File: src/design/thd_pkg.sv
// ---------------------------------------------------------------------------
// thd_pkg - shared types and constants
// CRC-8 step function, frame byte positions and scaling constants for the
// temperature/humidity frame decoder.
// ---------------------------------------------------------------------------
package thd_pkg;

	// crc-8, polynomial x^8+x^5+x^4+1, no reflection, no final xor
	localparam logic [7:0] CRC_POLY = 8'h31;
	localparam logic [7:0] CRC_INIT = 8'hFF;

	// byte positions within one frame
	localparam logic [2:0] POS_T_HI  = 3'd0;
	localparam logic [2:0] POS_T_LO  = 3'd1;
	localparam logic [2:0] POS_T_CRC = 3'd2;
	localparam logic [2:0] POS_H_HI  = 3'd3;
	localparam logic [2:0] POS_H_LO  = 3'd4;
	localparam logic [2:0] POS_H_CRC = 3'd5;

	// scaling: value = floor(scale * raw / 65535) - offset
	localparam logic [14:0] T_SCALE  = 15'd17500;
	localparam logic [13:0] H_SCALE  = 14'd12500;
	localparam logic [15:0] T_OFFSET = 16'd4500;
	localparam logic [13:0] H_OFFSET = 14'd600;
	localparam logic [13:0] H_MAX    = 14'd10000;

	// checked words of one finished frame
	typedef struct packed {
		logic        status;
		logic [15:0] t_raw;
		logic [15:0] h_raw;
	} frame_words_t;

	function automatic logic [7:0] crc8_byte(input logic [7:0] crc, input logic [7:0] b);
		logic [7:0] c;
		c = crc ^ b;
		for (int i = 0; i < 8; i++) begin
			if (c[7]) begin
				c = {c[6:0], 1'b0} ^ CRC_POLY;
			end else begin
				c = {c[6:0], 1'b0};
			end
		end
		return c;
	endfunction

endpackage

File: src/design/temp_humidity_frame_decoder.sv
// ---------------------------------------------------------------------------
// temp_humidity_frame_decoder - crc-checked sensor frame decoder
// Decodes six-byte temperature/humidity frames into raw and scaled values.
// ---------------------------------------------------------------------------
// usage:
//   slave channel takes one frame byte per item, in wire order: temperature
//   high, low, crc, humidity high, low, crc. s_tuser marks the first byte of
//   a new frame; a frame in progress is then dropped without a result.
//   frames may also follow each other with no marker, the position wraps
//   after the sixth byte.
//   master channel gives one item per frame, after the humidity crc byte:
//   status in m_tuser, raw words and scaled values in m_tdata. on a crc
//   mismatch status is 1 and every value is zero.
// timing:
//   one byte per cycle sustained unless s_tready drops in a stall. three
//   register stages (input register, multiply stage, result register); the
//   sixth byte's result goes from the input register through both to m_tvalid.
// reset:
//   arst_n clears all stages and the frame position, crc goes to 0xff.
// stall:
//   a held result keeps its register; stages behind it keep filling and
//   s_tready drops only when every stage holding an item is blocked.
//   bytes that produce no result keep flowing past an occupied scaler.
// ---------------------------------------------------------------------------
module temp_humidity_frame_decoder
	import thd_pkg::*;
(
	input  logic        clk,
	input  logic        arst_n,
	input  logic        s_tvalid,
	output logic        s_tready,
	input  logic [7:0]  s_tdata,   // [7:0] rx_byte
	input  logic [0:0]  s_tuser,   // [0] frame_restart
	output logic        m_tvalid,
	input  logic        m_tready,
	output logic [63:0] m_tdata,   // [15:0] temperature_raw, [31:16] humidity_raw,
	                               // [46:32] temperature_centi, [60:47] humidity_centi
	output logic [0:0]  m_tuser    // [0] status
);

	// checked words handed from the frame tracker to the scaler
	frame_words_t words;
	logic         words_valid;
	logic         words_ready;

	logic               status;
	logic [15:0]        temperature_raw;
	logic [15:0]        humidity_raw;
	logic signed [14:0] temperature_centi;
	logic [13:0]        humidity_centi;

	// input register, crc and word collection
	thd_frame u_frame (
		.clk           (clk),
		.arst_n        (arst_n),
		.in_valid      (s_tvalid),
		.in_ready      (s_tready),
		.rx_byte       (s_tdata),
		.frame_restart (s_tuser[0]),
		.res_valid     (words_valid),
		.res_ready     (words_ready),
		.res           (words)
	);

	// multiply, constant divide, offset and clamp, result register
	thd_scale u_scale (
		.clk               (clk),
		.arst_n            (arst_n),
		.res_valid         (words_valid),
		.res_ready         (words_ready),
		.res               (words),
		.out_valid         (m_tvalid),
		.out_ready         (m_tready),
		.status            (status),
		.temperature_raw   (temperature_raw),
		.humidity_raw      (humidity_raw),
		.temperature_centi (temperature_centi),
		.humidity_centi    (humidity_centi)
	);

	// pack result fields, lowest first, zero fill to whole bytes
	assign m_tdata = {3'd0, humidity_centi, temperature_centi, humidity_raw, temperature_raw};
	assign m_tuser = status;

endmodule

File: src/design/thd_frame.sv
// ---------------------------------------------------------------------------
// thd_frame - input register and frame tracker
// Registers each byte, runs the bytewise crc and collects the two words;
// hands over one checked word pair at the humidity crc byte.
// ---------------------------------------------------------------------------
module thd_frame
	import thd_pkg::*;
(
	input  logic         clk,
	input  logic         arst_n,
	input  logic         in_valid,
	output logic         in_ready,
	input  logic [7:0]   rx_byte,
	input  logic         frame_restart,
	output logic         res_valid,
	input  logic         res_ready,
	output frame_words_t res
);

	logic       valid_s1;
	logic [7:0] byte_s1;
	logic       restart_s1;

	logic [2:0] pos_q;
	logic [7:0] crc_q;
	logic [7:0] high_q;
	logic [15:0] t_word_q;
	logic       t_good_q;
	logic [7:0] h_low_q;

	logic [2:0] pos;
	logic       emit;
	logic       consume;
	logic [7:0] crc_next;
	logic       good;

	always_comb begin
		pos = (restart_s1 || pos_q > POS_H_CRC) ? POS_T_HI : pos_q;
		emit = (pos == POS_H_CRC);
		consume = valid_s1 && (!emit || res_ready);
		in_ready = !valid_s1 || consume;
		crc_next = crc8_byte((pos == POS_T_HI || pos == POS_H_HI) ? CRC_INIT : crc_q, byte_s1);
		good = t_good_q && (crc_q == byte_s1);
		res_valid = valid_s1 && emit;
		res.status = !good;
		res.t_raw = good ? t_word_q : 16'd0;
		res.h_raw = good ? {high_q, h_low_q} : 16'd0;
	end

	always_ff @(posedge clk or negedge arst_n) begin
		if (!arst_n) begin
			valid_s1 <= 1'b0;
		end else if (in_ready) begin
			valid_s1 <= in_valid;
		end
	end

	always_ff @(posedge clk) begin
		if (in_valid && in_ready) begin
			byte_s1 <= rx_byte;
			restart_s1 <= frame_restart;
		end
	end

	always_ff @(posedge clk or negedge arst_n) begin
		if (!arst_n) begin
			pos_q <= POS_T_HI;
			crc_q <= CRC_INIT;
			high_q <= 8'd0;
			t_word_q <= 16'd0;
			t_good_q <= 1'b0;
			h_low_q <= 8'd0;
		end else if (consume) begin
			case (pos)
				POS_T_HI, POS_H_HI: begin
					crc_q <= crc_next;
					high_q <= byte_s1;
					pos_q <= pos + 3'd1;
				end
				POS_T_LO: begin
					crc_q <= crc_next;
					t_word_q <= {high_q, byte_s1};
					pos_q <= POS_T_CRC;
				end
				POS_T_CRC: begin
					t_good_q <= (crc_q == byte_s1);
					crc_q <= CRC_INIT;
					pos_q <= POS_H_HI;
				end
				POS_H_LO: begin
					crc_q <= crc_next;
					h_low_q <= byte_s1;
					pos_q <= POS_H_CRC;
				end
				default: begin
					crc_q <= CRC_INIT;
					pos_q <= POS_T_HI;
				end
			endcase
		end
	end

endmodule

File: src/design/thd_scale.sv
// ---------------------------------------------------------------------------
// thd_scale - scaling pipeline and result register
// Multiplies the raw words by the full-scale constants, divides by 65535
// with a shift-and-add form, applies offsets and the humidity clamp.
// ---------------------------------------------------------------------------
module thd_scale
	import thd_pkg::*;
(
	input  logic               clk,
	input  logic               arst_n,
	input  logic               res_valid,
	output logic               res_ready,
	input  frame_words_t       res,
	output logic               out_valid,
	input  logic               out_ready,
	output logic               status,
	output logic [15:0]        temperature_raw,
	output logic [15:0]        humidity_raw,
	output logic signed [14:0] temperature_centi,
	output logic [13:0]        humidity_centi
);

	logic        valid_s2;
	frame_words_t words_s2;
	logic [30:0] t_prod_s2;
	logic [29:0] h_prod_s2;

	logic        valid_q;
	logic        en_out;

	logic [31:0]        t_sum;
	logic [30:0]        h_sum;
	logic [14:0]        t_quo;
	logic [13:0]        h_quo;
	logic signed [15:0] t_full;
	logic [13:0]        h_diff;
	logic [13:0]        h_clamp;

	assign en_out = !valid_q || out_ready;
	assign res_ready = !valid_s2 || en_out;
	assign out_valid = valid_q;

	always_ff @(posedge clk or negedge arst_n) begin
		if (!arst_n) begin
			valid_s2 <= 1'b0;
		end else if (res_ready) begin
			valid_s2 <= res_valid;
		end
	end

	always_ff @(posedge clk) begin
		if (res_valid && res_ready) begin
			words_s2 <= res;
			t_prod_s2 <= 31'(res.t_raw) * 31'(T_SCALE);
			h_prod_s2 <= 30'(res.h_raw) * 30'(H_SCALE);
		end
	end

	// floor(x / 65535) = (x + (x >> 16) + 1) >> 16 while the quotient stays below 2^16
	always_comb begin
		t_sum = {1'b0, t_prod_s2} + {17'd0, t_prod_s2[30:16]} + 32'd1;
		h_sum = {1'b0, h_prod_s2} + {17'd0, h_prod_s2[29:16]} + 31'd1;
		t_quo = t_sum[30:16];
		h_quo = h_sum[29:16];
		t_full = $signed({1'b0, t_quo}) - $signed(T_OFFSET);
		h_diff = h_quo - H_OFFSET;
		if (h_quo < H_OFFSET) begin
			h_clamp = 14'd0;
		end else if (h_diff > H_MAX) begin
			h_clamp = H_MAX;
		end else begin
			h_clamp = h_diff;
		end
	end

	always_ff @(posedge clk or negedge arst_n) begin
		if (!arst_n) begin
			valid_q <= 1'b0;
		end else if (en_out) begin
			valid_q <= valid_s2;
		end
	end

	always_ff @(posedge clk) begin
		if (valid_s2 && en_out) begin
			status <= words_s2.status;
			temperature_raw <= words_s2.t_raw;
			humidity_raw <= words_s2.h_raw;
			temperature_centi <= words_s2.status ? 15'sd0 : t_full[14:0];
			humidity_centi <= words_s2.status ? 14'd0 : h_clamp;
		end
	end

endmodule
File: config.mk
export PLATFORM = sky130hd
export DESIGN_NAME = temp_humidity_frame_decoder
export DESIGN_NICKNAME = d
export VERILOG_FILES = /design/src/design/thd_pkg.sv /design/src/design/temp_humidity_frame_decoder.sv /design/src/design/thd_frame.sv /design/src/design/thd_scale.sv
export SDC_FILE = /design/constraint.sdc
export NUM_CORES = 1
export LEC_CHECK = 0
export ABC_CLOCK_PERIOD_IN_PS = 8810
export BUFFER_PORTS_ARGS = -buffer_cell sky130_fd_sc_hd__buf_2
export CELL_PAD_IN_SITES_DETAIL_PLACEMENT = 0
export CELL_PAD_IN_SITES_GLOBAL_PLACEMENT = 1
export CORE_MARGIN = 3
export CORE_UTILIZATION = 35
export CTS_CLUSTER_SIZE = 40
export DETAILED_ROUTE_END_ITERATION = 8
export PLACE_DENSITY = 0.6
export SYNTH_ARGS = -nofsm -noshare
export SYNTH_HDL_FRONTEND = slang
export SYNTH_SLANG_ARGS = --single-unit
File: constraint.sdc
create_clock -name clk -period 8.81 [get_ports clk]
set_input_delay 1.762 -clock clk [delete_from_list [all_inputs] [get_ports clk]]
set_output_delay 1.762 -clock clk [all_outputs]
set_load 0.03 [all_outputs]
==> metrics.cfg, run 1 <==
[critical_path]
cp_common_cell = ha_1
worstSetupPathType = reg -> reg
max_stage_delay_ps = 530
cp_top_family = adder cells
arrival_ps = 7110
path_buf_inv = 4
cp-start-kind = flop
worstPathMaxFanout = 31
reg2reg_slack_ps = 1980
reg2reg_from = u_frame.byte_s1[7]
r2r_cells = 24
crit_path_cell_trace = xnor2_1 -> nand4_1 -> nor2_1 -> buf_4 -> and2_1 -> nand2_1 -> inv_1 -> ha_1 -> inv_1 -> fa_1 -> inv_1 -> ha_1 -> ha_1 -> fa_1 -> ha_1 -> a21oi_1 -> o211ai_1 -> o41ai_1 -> a31oi_1 -> o41a_1 -> and4_1 -> a2111oi_4 -> o21ai_0 -> xor2_1
end_kind = flop
reg2reg_to = u_scale.t_prod_s2[29]
crit_slowest_cell = fa_1
crit_required_ps = 9090

[route]
drc = 0
drt_wl_total_um = 34800
dr.first_iter.drc_count = 580
detail-route-antenna-nets = 0
drt_pass1_iterations = 5
wl_per_cell_um = 16.8
viasPerCell = 4.73
vias = 9816

[synthesis]
synth.avg_cell_area_um2 = 11.3
ys.flop_type = edfxtp_1
syn_inst = 1383
synth.top_cell.area_share = 0.304
synth_area_um2 = 15600
ys.warnings.count = 0
async_reset_ff_frac = 0.229
seq_area_frac_synth = 0.380
yosysTopAreaCell = edfxtp_1
synth_area_leaders = edfxtp_1 (30%), ha_1 (19%), fa_1 (10%)
netlist-cell-type-count = 75
synth-seq-cells = 205
synth_edf_count = 158

[clocking]
root_buffer = clkbuf_16
cts.clk_slew.worst_paths_ps = 60
clock_sinks = 205
ctsHoldBuffers = 0
cts_buffers = 26
h-tree-depth = 1
clk_latency_ps = 550
cts_buffer_depth = 3
cts_tree = done
cts_setup_buffers = 0
cts.repair.resized = 0

[worst_hold_path]
hold_start = u_scale.words_s2[3]
hold_path_depth = 0
holdPathEnd = u_scale.humidity_raw[3]
hp-class = reg -> reg

[place]
hpwl_um = 26900
placed_cells = 2029
gp_congestion = 0.818
placed_cell_area_um2 = 16700
portBuffers = 76

[global_routing]
grt_first_pass_wirelength_um = 56900
globalRouteTotalUtil = 0.151
gr-total-overflow = 0
antenna_found_initial = 0
grt_pass1_vias = 10200
grt_max_degree = 71

[sta]
clock_skew_ps = 15.4
setup_tns_ps = 0
finalHoldViolCount = 0
period_needed_ps = 6830
worst_pin_slew_ps = 960
finalSetupViolCount = 0
maxSlewHeadroom = 0.360
slew_violations = 0
clock.fmax_mhz = 146
rsz0062_at_grt = no
period_share = 0.776

[run]
cap_violations = 0

[layout]
final_cells = 2076
final_core_util = 0.402
syn_to_final_growth_pct = 12.2
antenna_cells = 0
fin_nets = 1804
drive_above_1_share = 0.127
post-route-cell-area_um2 = 17500

[status]
status = finished, final reports clean

[power_and_ir_drop]
p_leak_nw = 8.49
ir_drop_mv = 0.172
powerDensity_nw_per_um2 = 154

[floorplanning]
die_w_um = 217
initial_core_util = 0.358
die_y_um = 217
pin_count = 80
fp.coreArea_um2 = 43600
die_area_um2 = 47100
row_count = 76

==> report_power, final <==
part	internal (W)	total [W]	switching, W
clock network	0.000617	0.00104	0.000426
registers	0.00117	0.00127	0.000101
logic	0.000198	0.000392	0.000193
==> through the flow <==
stage          worst slack, ps  total power (W)  hold WS (ps)
2_1_floorplan             2650          0.00157           400
3_3_place_gp              2150          0.00168           406
3_5_place_dp              2010          0.00169           405
4_1_cts                   1980          0.00276           417
5_1_grt                   1400          0.00284           435
6_report                  1980          0.00270           417
==> flip-flops by register name, summed over array words and instances (netlist names), 14 cells and up <==
name	flops
u_scale.temperature_raw	16
u_scale.humidity_centi	14
u_scale.humidity_raw	16
u_scale.temperature_centi	15
u_scale.h_prod_s2	26
u_scale.words_s2	33
u_scale.t_prod_s2	28
u_frame.t_word_q	16
==> final cells by class <==
| type | count | area (µm²) |
|---|---|---|
| multi-input combinational | 930 | 8730 |
| tap | 585 | 732 |
| inverter | 227 | 852 |
| fill | 4335 | 26000 |
| clock inverter | 12 | 98.8 |
| timing repair buffer | 82 | 425 |
| clock buffer | 35 | 737 |
| sequential | 205 | 5930 |
==> worst max path at each step <==
stage / startpoint / to / slack (ps) / cells past startpoint
2_1_floorplan: u_frame.byte_s1[7] / u_scale.t_prod_s2[29] / 2650 / 25
3_3_place_gp: u_frame.byte_s1[6] / u_scale.t_prod_s2[29] / 2150 / 24
3_5_place_dp: u_frame.byte_s1[7] / u_scale.t_prod_s2[29] / 2010 / 24
4_1_cts: u_frame.byte_s1[7] / u_scale.t_prod_s2[29] / 1980 / 24
5_1_grt: u_frame.byte_s1[7] / u_scale.t_prod_s2[29] / 1400 / 24
6_report: u_frame.byte_s1[7] / u_scale.t_prod_s2[29] / 1980 / 24
==> worst reg2reg max path: stages, from the launching register on <==
cell,delay [ps]
edfxtp_1,500
xnor2_1,210
nand4_1,160
nor2_1,120
buf_4,280
and2_1,340
nand2_1,190
inv_1,210
ha_1,260
inv_1,80
fa_1,430
inv_1,70
ha_1,230
ha_1,300
fa_1,530
ha_1,310
a21oi_1,190
o211ai_1,180
o41ai_1,430
a31oi_1,210
o41a_1,380
and4_1,250
a2111oi_4,370
o21ai_0,170
xor2_1,160
==> Yosys cell counts (4+ instances only) <==
cell type / n
a211oi_1: 4
a21o_1: 19
a21oi_1: 55
a31oi_1: 6
and2_1: 8
and3_1: 37
clkbuf_1: 17
dfrtp_1: 39
dfstp_2: 8
edfxtp_1: 158
fa_1: 78
ha_1: 241
inv_1: 227
mux2_2: 33
nand2_1: 54
nand2b_1: 5
nand3_1: 12
nand4_1: 11
nor2_1: 74
nor2b_1: 10
nor3_1: 13
nor3b_1: 4
o211ai_1: 5
o21a_1: 22
o21ai_0: 27
o21bai_1: 6
o31a_1: 5
or2_2: 10
or3_1: 7
xnor2_1: 73
xor2_1: 42
==> routing by layer <==
| layer | global-route usage | routed length [µm] | part of all wire | up-vias |
|---|---|---|---|---|
| li1 | - | - | - | 4954 |
| met1 | 0.225 | 17700 | 0.51 | 4702 |
| met2 | 0.236 | 15200 | 0.44 | 129 |
| met3 | 0.0194 | 1300 | 0.037 | 31 |
| met4 | 0.0302 | 519 | 0.015 | 0 |
| met5 | 0 | 0 | 0 | - |
==> cell usage in the layout (no fill, tap or decap), types with 7 or more instances in the layout <==
cell type,n
and3_1,37
or3_1,7
dfstp_2,8
fa_1,78
and2_1,7
a21o_1,19
dfrtp_1,39
nand4_1,11
nand3_1,12
buf_2,76
clkbuf_16,28
mux2_2,33
inv_1,227
nor2b_1,10
nor3_1,13
xnor2_1,73
nand2_1,54
a21oi_1,55
edfxtp_1,158
o21a_1,22
nor2_1,73
o21ai_0,27
or2_2,10
ha_1,241
xor2_1,42
==> kinds of logic (layout without fill, tap and decap cells) <==
group	Yosys count	count (layout)	synth area share
adders and majority gates	319	319	0.293
and+or+nand+nor	259	259	0.0839
buffers and inverters	250	356	0.0611
DFF	205	205	0.380
AOI/OAI and AO/OA	197	197	0.0898
xor gates and xnor gates	116	116	0.0656
muxes	36	36	0.0257
other	1	3	0.000240
No activity file was read; power rests on OpenSTA's default activity.
==> inputs of run 2 (changes only) <==
--- a/config.mk
+++ b/config.mk
@@ -5,7 +5,8 @@
 export SDC_FILE = /design/constraint.sdc
 export NUM_CORES = 1
 export LEC_CHECK = 0
-export ABC_CLOCK_PERIOD_IN_PS = 8810
+export ABC_AREA = 1
+export ABC_CLOCK_PERIOD_IN_PS = 7150
 export BUFFER_PORTS_ARGS = -buffer_cell sky130_fd_sc_hd__buf_2
 export CELL_PAD_IN_SITES_DETAIL_PLACEMENT = 0
 export CELL_PAD_IN_SITES_GLOBAL_PLACEMENT = 1
@@ -13,7 +14,7 @@
 export CORE_UTILIZATION = 35
 export CTS_CLUSTER_SIZE = 40
 export DETAILED_ROUTE_END_ITERATION = 8
-export PLACE_DENSITY = 0.6
+export PLACE_DENSITY = 0.62
 export SYNTH_ARGS = -nofsm -noshare
 export SYNTH_HDL_FRONTEND = slang
 export SYNTH_SLANG_ARGS = --single-unit
==> constraint.sdc (replaced) <==
create_clock -name clk -period 7.15 [get_ports clk]
set_input_delay 1.43 -clock clk [delete_from_list [all_inputs] [get_ports clk]]
set_output_delay 1.43 -clock clk [all_outputs]
set_load 0.03 [all_outputs]
==> metrics.cfg, run 2 <==
[critical_path]
r2r_cells = 26
worstPathMaxFanout = 24
worstSetupPathType = reg -> reg
crit_required_ps = 7440
end_kind = flop
arrival_ps = 6650
cp-start-kind = flop

[clocking]
cts.repair.resized = 0
cts_setup_buffers = 0
clk_latency_ps = 550
clock_sinks = 205
root_buffer = clkbuf_16
cts_buffers = 26
ctsHoldBuffers = 0
cts_buffer_depth = 3
h-tree-depth = 1
cts.clk_slew.worst_paths_ps = 60
cts_tree = done

[sta]
clock.fmax_mhz = 157
slew_violations = 0
finalSetupViolCount = 0
worst_pin_slew_ps = 1220
period_share = 0.889
clock_skew_ps = 18.0
finalHoldViolCount = 0
rsz0062_at_grt = no
holdWs_ps = 418
maxSlewHeadroom = 0.188
period_needed_ps = 6360
setup_tns_ps = 0

[place]
hpwl_um = 32100
portBuffers = 76
gp_congestion = 0.852

[layout]
drive_above_1_share = 0.100
fillers = 4842
layout_common_cells = inv_1 (414), nand2_1 (350), ha_1 (241)
fin_nets = 2338
antenna_cells = 0
seq_area_um2 = 5930
top_regs = u_scale.words_s2 x33, u_scale.t_prod_s2 x28, u_scale.h_prod_s2 x26
layout_commonest_cell = inv_1
regMostFlops = u_scale.words_s2
multi_input_area_um2 = 9450
syn_to_final_growth_pct = 12.2
largest_reg_flops = 33

[status]
status = finished, final reports clean

[floorplanning]
fp.coreArea_um2 = 47800
pin_count = 80
row_count = 80
die_w_um = 226
die_area_um2 = 51300
die_y_um = 226
initial_core_util = 0.356

[synthesis]
ys.warnings.count = 0
syn_inst = 1906
synth_commonest_cells = inv_1 (414), nand2_1 (350), ha_1 (241), edfxtp_1 (158), nor2_1 (113)
synth_fa_ha_area_frac = 0.269
async_reset_ff_frac = 0.229
synth.most_common_cell = inv_1
netlist-cell-type-count = 52
seq_area_frac_synth = 0.349
synthXorXnorAreaFrac = 0.0437
synth_edf_count = 158
muxShareOfSynthArea = 0
synth.avg_cell_area_um2 = 8.93
synth_top_family_by_area = adder cells
synth_area_um2 = 17000
synth_simple_gate_area_frac = 0.166
synth-seq-cells = 205
synth_area_leaders = edfxtp_1 (28%), ha_1 (18%), fa_1 (9.2%)
yosysTopAreaCell = edfxtp_1
synth.top_cell.area_share = 0.279
ys.flop_type = edfxtp_1
synth_compound_area_frac = 0.0747

[route]
drt_pass1_iterations = 5
viasPerCell = 4.58
detail-route-antenna-nets = 0
drc = 0
dr.first_iter.drc_count = 623
wl_per_cell_um = 15.0
vias = 12100
drt_wl_total_um = 39600

[worst_hold_path]
hp-class = reg -> reg
hold_path_depth = 0

[global_routing]
grt_first_pass_wirelength_um = 65800
gr-total-overflow = 0
grt_pass1_vias = 12200
grt_max_degree = 63
antenna_found_initial = 1
globalRouteTotalUtil = 0.162

[power_and_ir_drop]
power.total_w = 0.00345
ir_drop_mv = 0.169
p_leak_nw = 10.3
powerDensity_nw_per_um2 = 180

[run]
cap_violations = 0

==> run 2: cell count changes in the layout (fill, tap and decap cells not counted), sizes merged, moves of 11 or more <==
cell and delta:
nand2 +321, mux2 -33, a21oi +31, xor2 +17, o21ai +65, xnor2 -49
inv +193, nor2 +58, and3 -37, nand3 +53, nand4 +11, o21a -19
==> run 2: kinds of logic (layout without fill, tap and decap cells) <==
kind of cell	count (synthesis)	after routing
buf+inv	437	554
simple gates	632	632
compound gates	228	228
fa+ha+maj	319	319
flops	205	205
other cells	1	3
xor+xnor	84	84
==> run 2: power breakdown <==
group          internal [W]  total (W)  switching (W)  leakage (nW)
Clock              0.000870    0.00140       0.000526         0.443
Combinational      0.000215   0.000571       0.000356          7.88
Sequential          0.00141    0.00148      0.0000652          1.99
Total               0.00250    0.00345       0.000947          10.3
==> run 2: path summary, 6_finish.rpt <==
| kind | from | to | slack [ps] |
|---|---|---|---|
| setup reg to reg | u_frame.crc_q[2] | u_scale.h_prod_s2[24] | 790 |
| min in group asynchronous | arst_n | u_frame.pos_q[2] | 980 |
| max in group asynchronous | arst_n | u_frame.h_low_q[0] | 5740 |
| hold reg to reg | u_scale.words_s2[24] | u_scale.temperature_raw[8] | 420 |
| hold / removal | u_scale.words_s2[24] | u_scale.temperature_raw[8] | 420 |
| setup / recovery | u_frame.crc_q[2] | u_scale.h_prod_s2[24] | 790 |
==> run 2: cell type report <==
type                            count  area share
Inverter                          422      0.0830
Multi-Input combinational cell   1266       0.495
Clock inverter                     16      0.0114
Tap cell                          615      0.0403
Clock buffer                       31      0.0362
Sequential cell                   205       0.311
Timing Repair Buffer               85      0.0235
==> run 2: metrics by stage <==
stage | cells | instance area [µm²] | util | worst slack (ps)
5_1_grt | 2640 | 19100 | 0.399 | 58.7
3_5_place_dp | 2593 | 18200 | 0.380 | 715
2_1_floorplan | 1908 | 17000 | - | 932
3_3_place_gp | 2593 | 18200 | 0.380 | 777
4_1_cts | 2640 | 19100 | 0.399 | 704
6_report | 2640 | 19100 | 0.399 | 791
==> run 2: worst max-delay path, cell delays in order (launching register included) <==
cell     delay (ps)
dfstp_2         530
xnor2_1         140
nand3_1          90
nor3_1          150
nand4_1         140
nor2_1          230
inv_1           360
nor2_1          500
ha_1            330
ha_1            180
inv_1           130
fa_1            420
fa_1            470
fa_1            540
inv_1            40
ha_1            350
nand2_1          90
nand2_1          40
a31oi_1         180
nand2_1         110
a21oi_1         210
o21ai_0         160
a31oi_1         230
o21ai_0         170
nand2_1          90
nand2_1          60
xor2_1          140
==> run 2: per-layer routing <==
layer	up-vias	track usage	share of wire
met4	0	0.0399	0.021
li1	6333	-	-
met2	196	0.261	0.45
met5	-	0	0
met3	46	0.0185	0.036
met1	5512	0.232	0.50
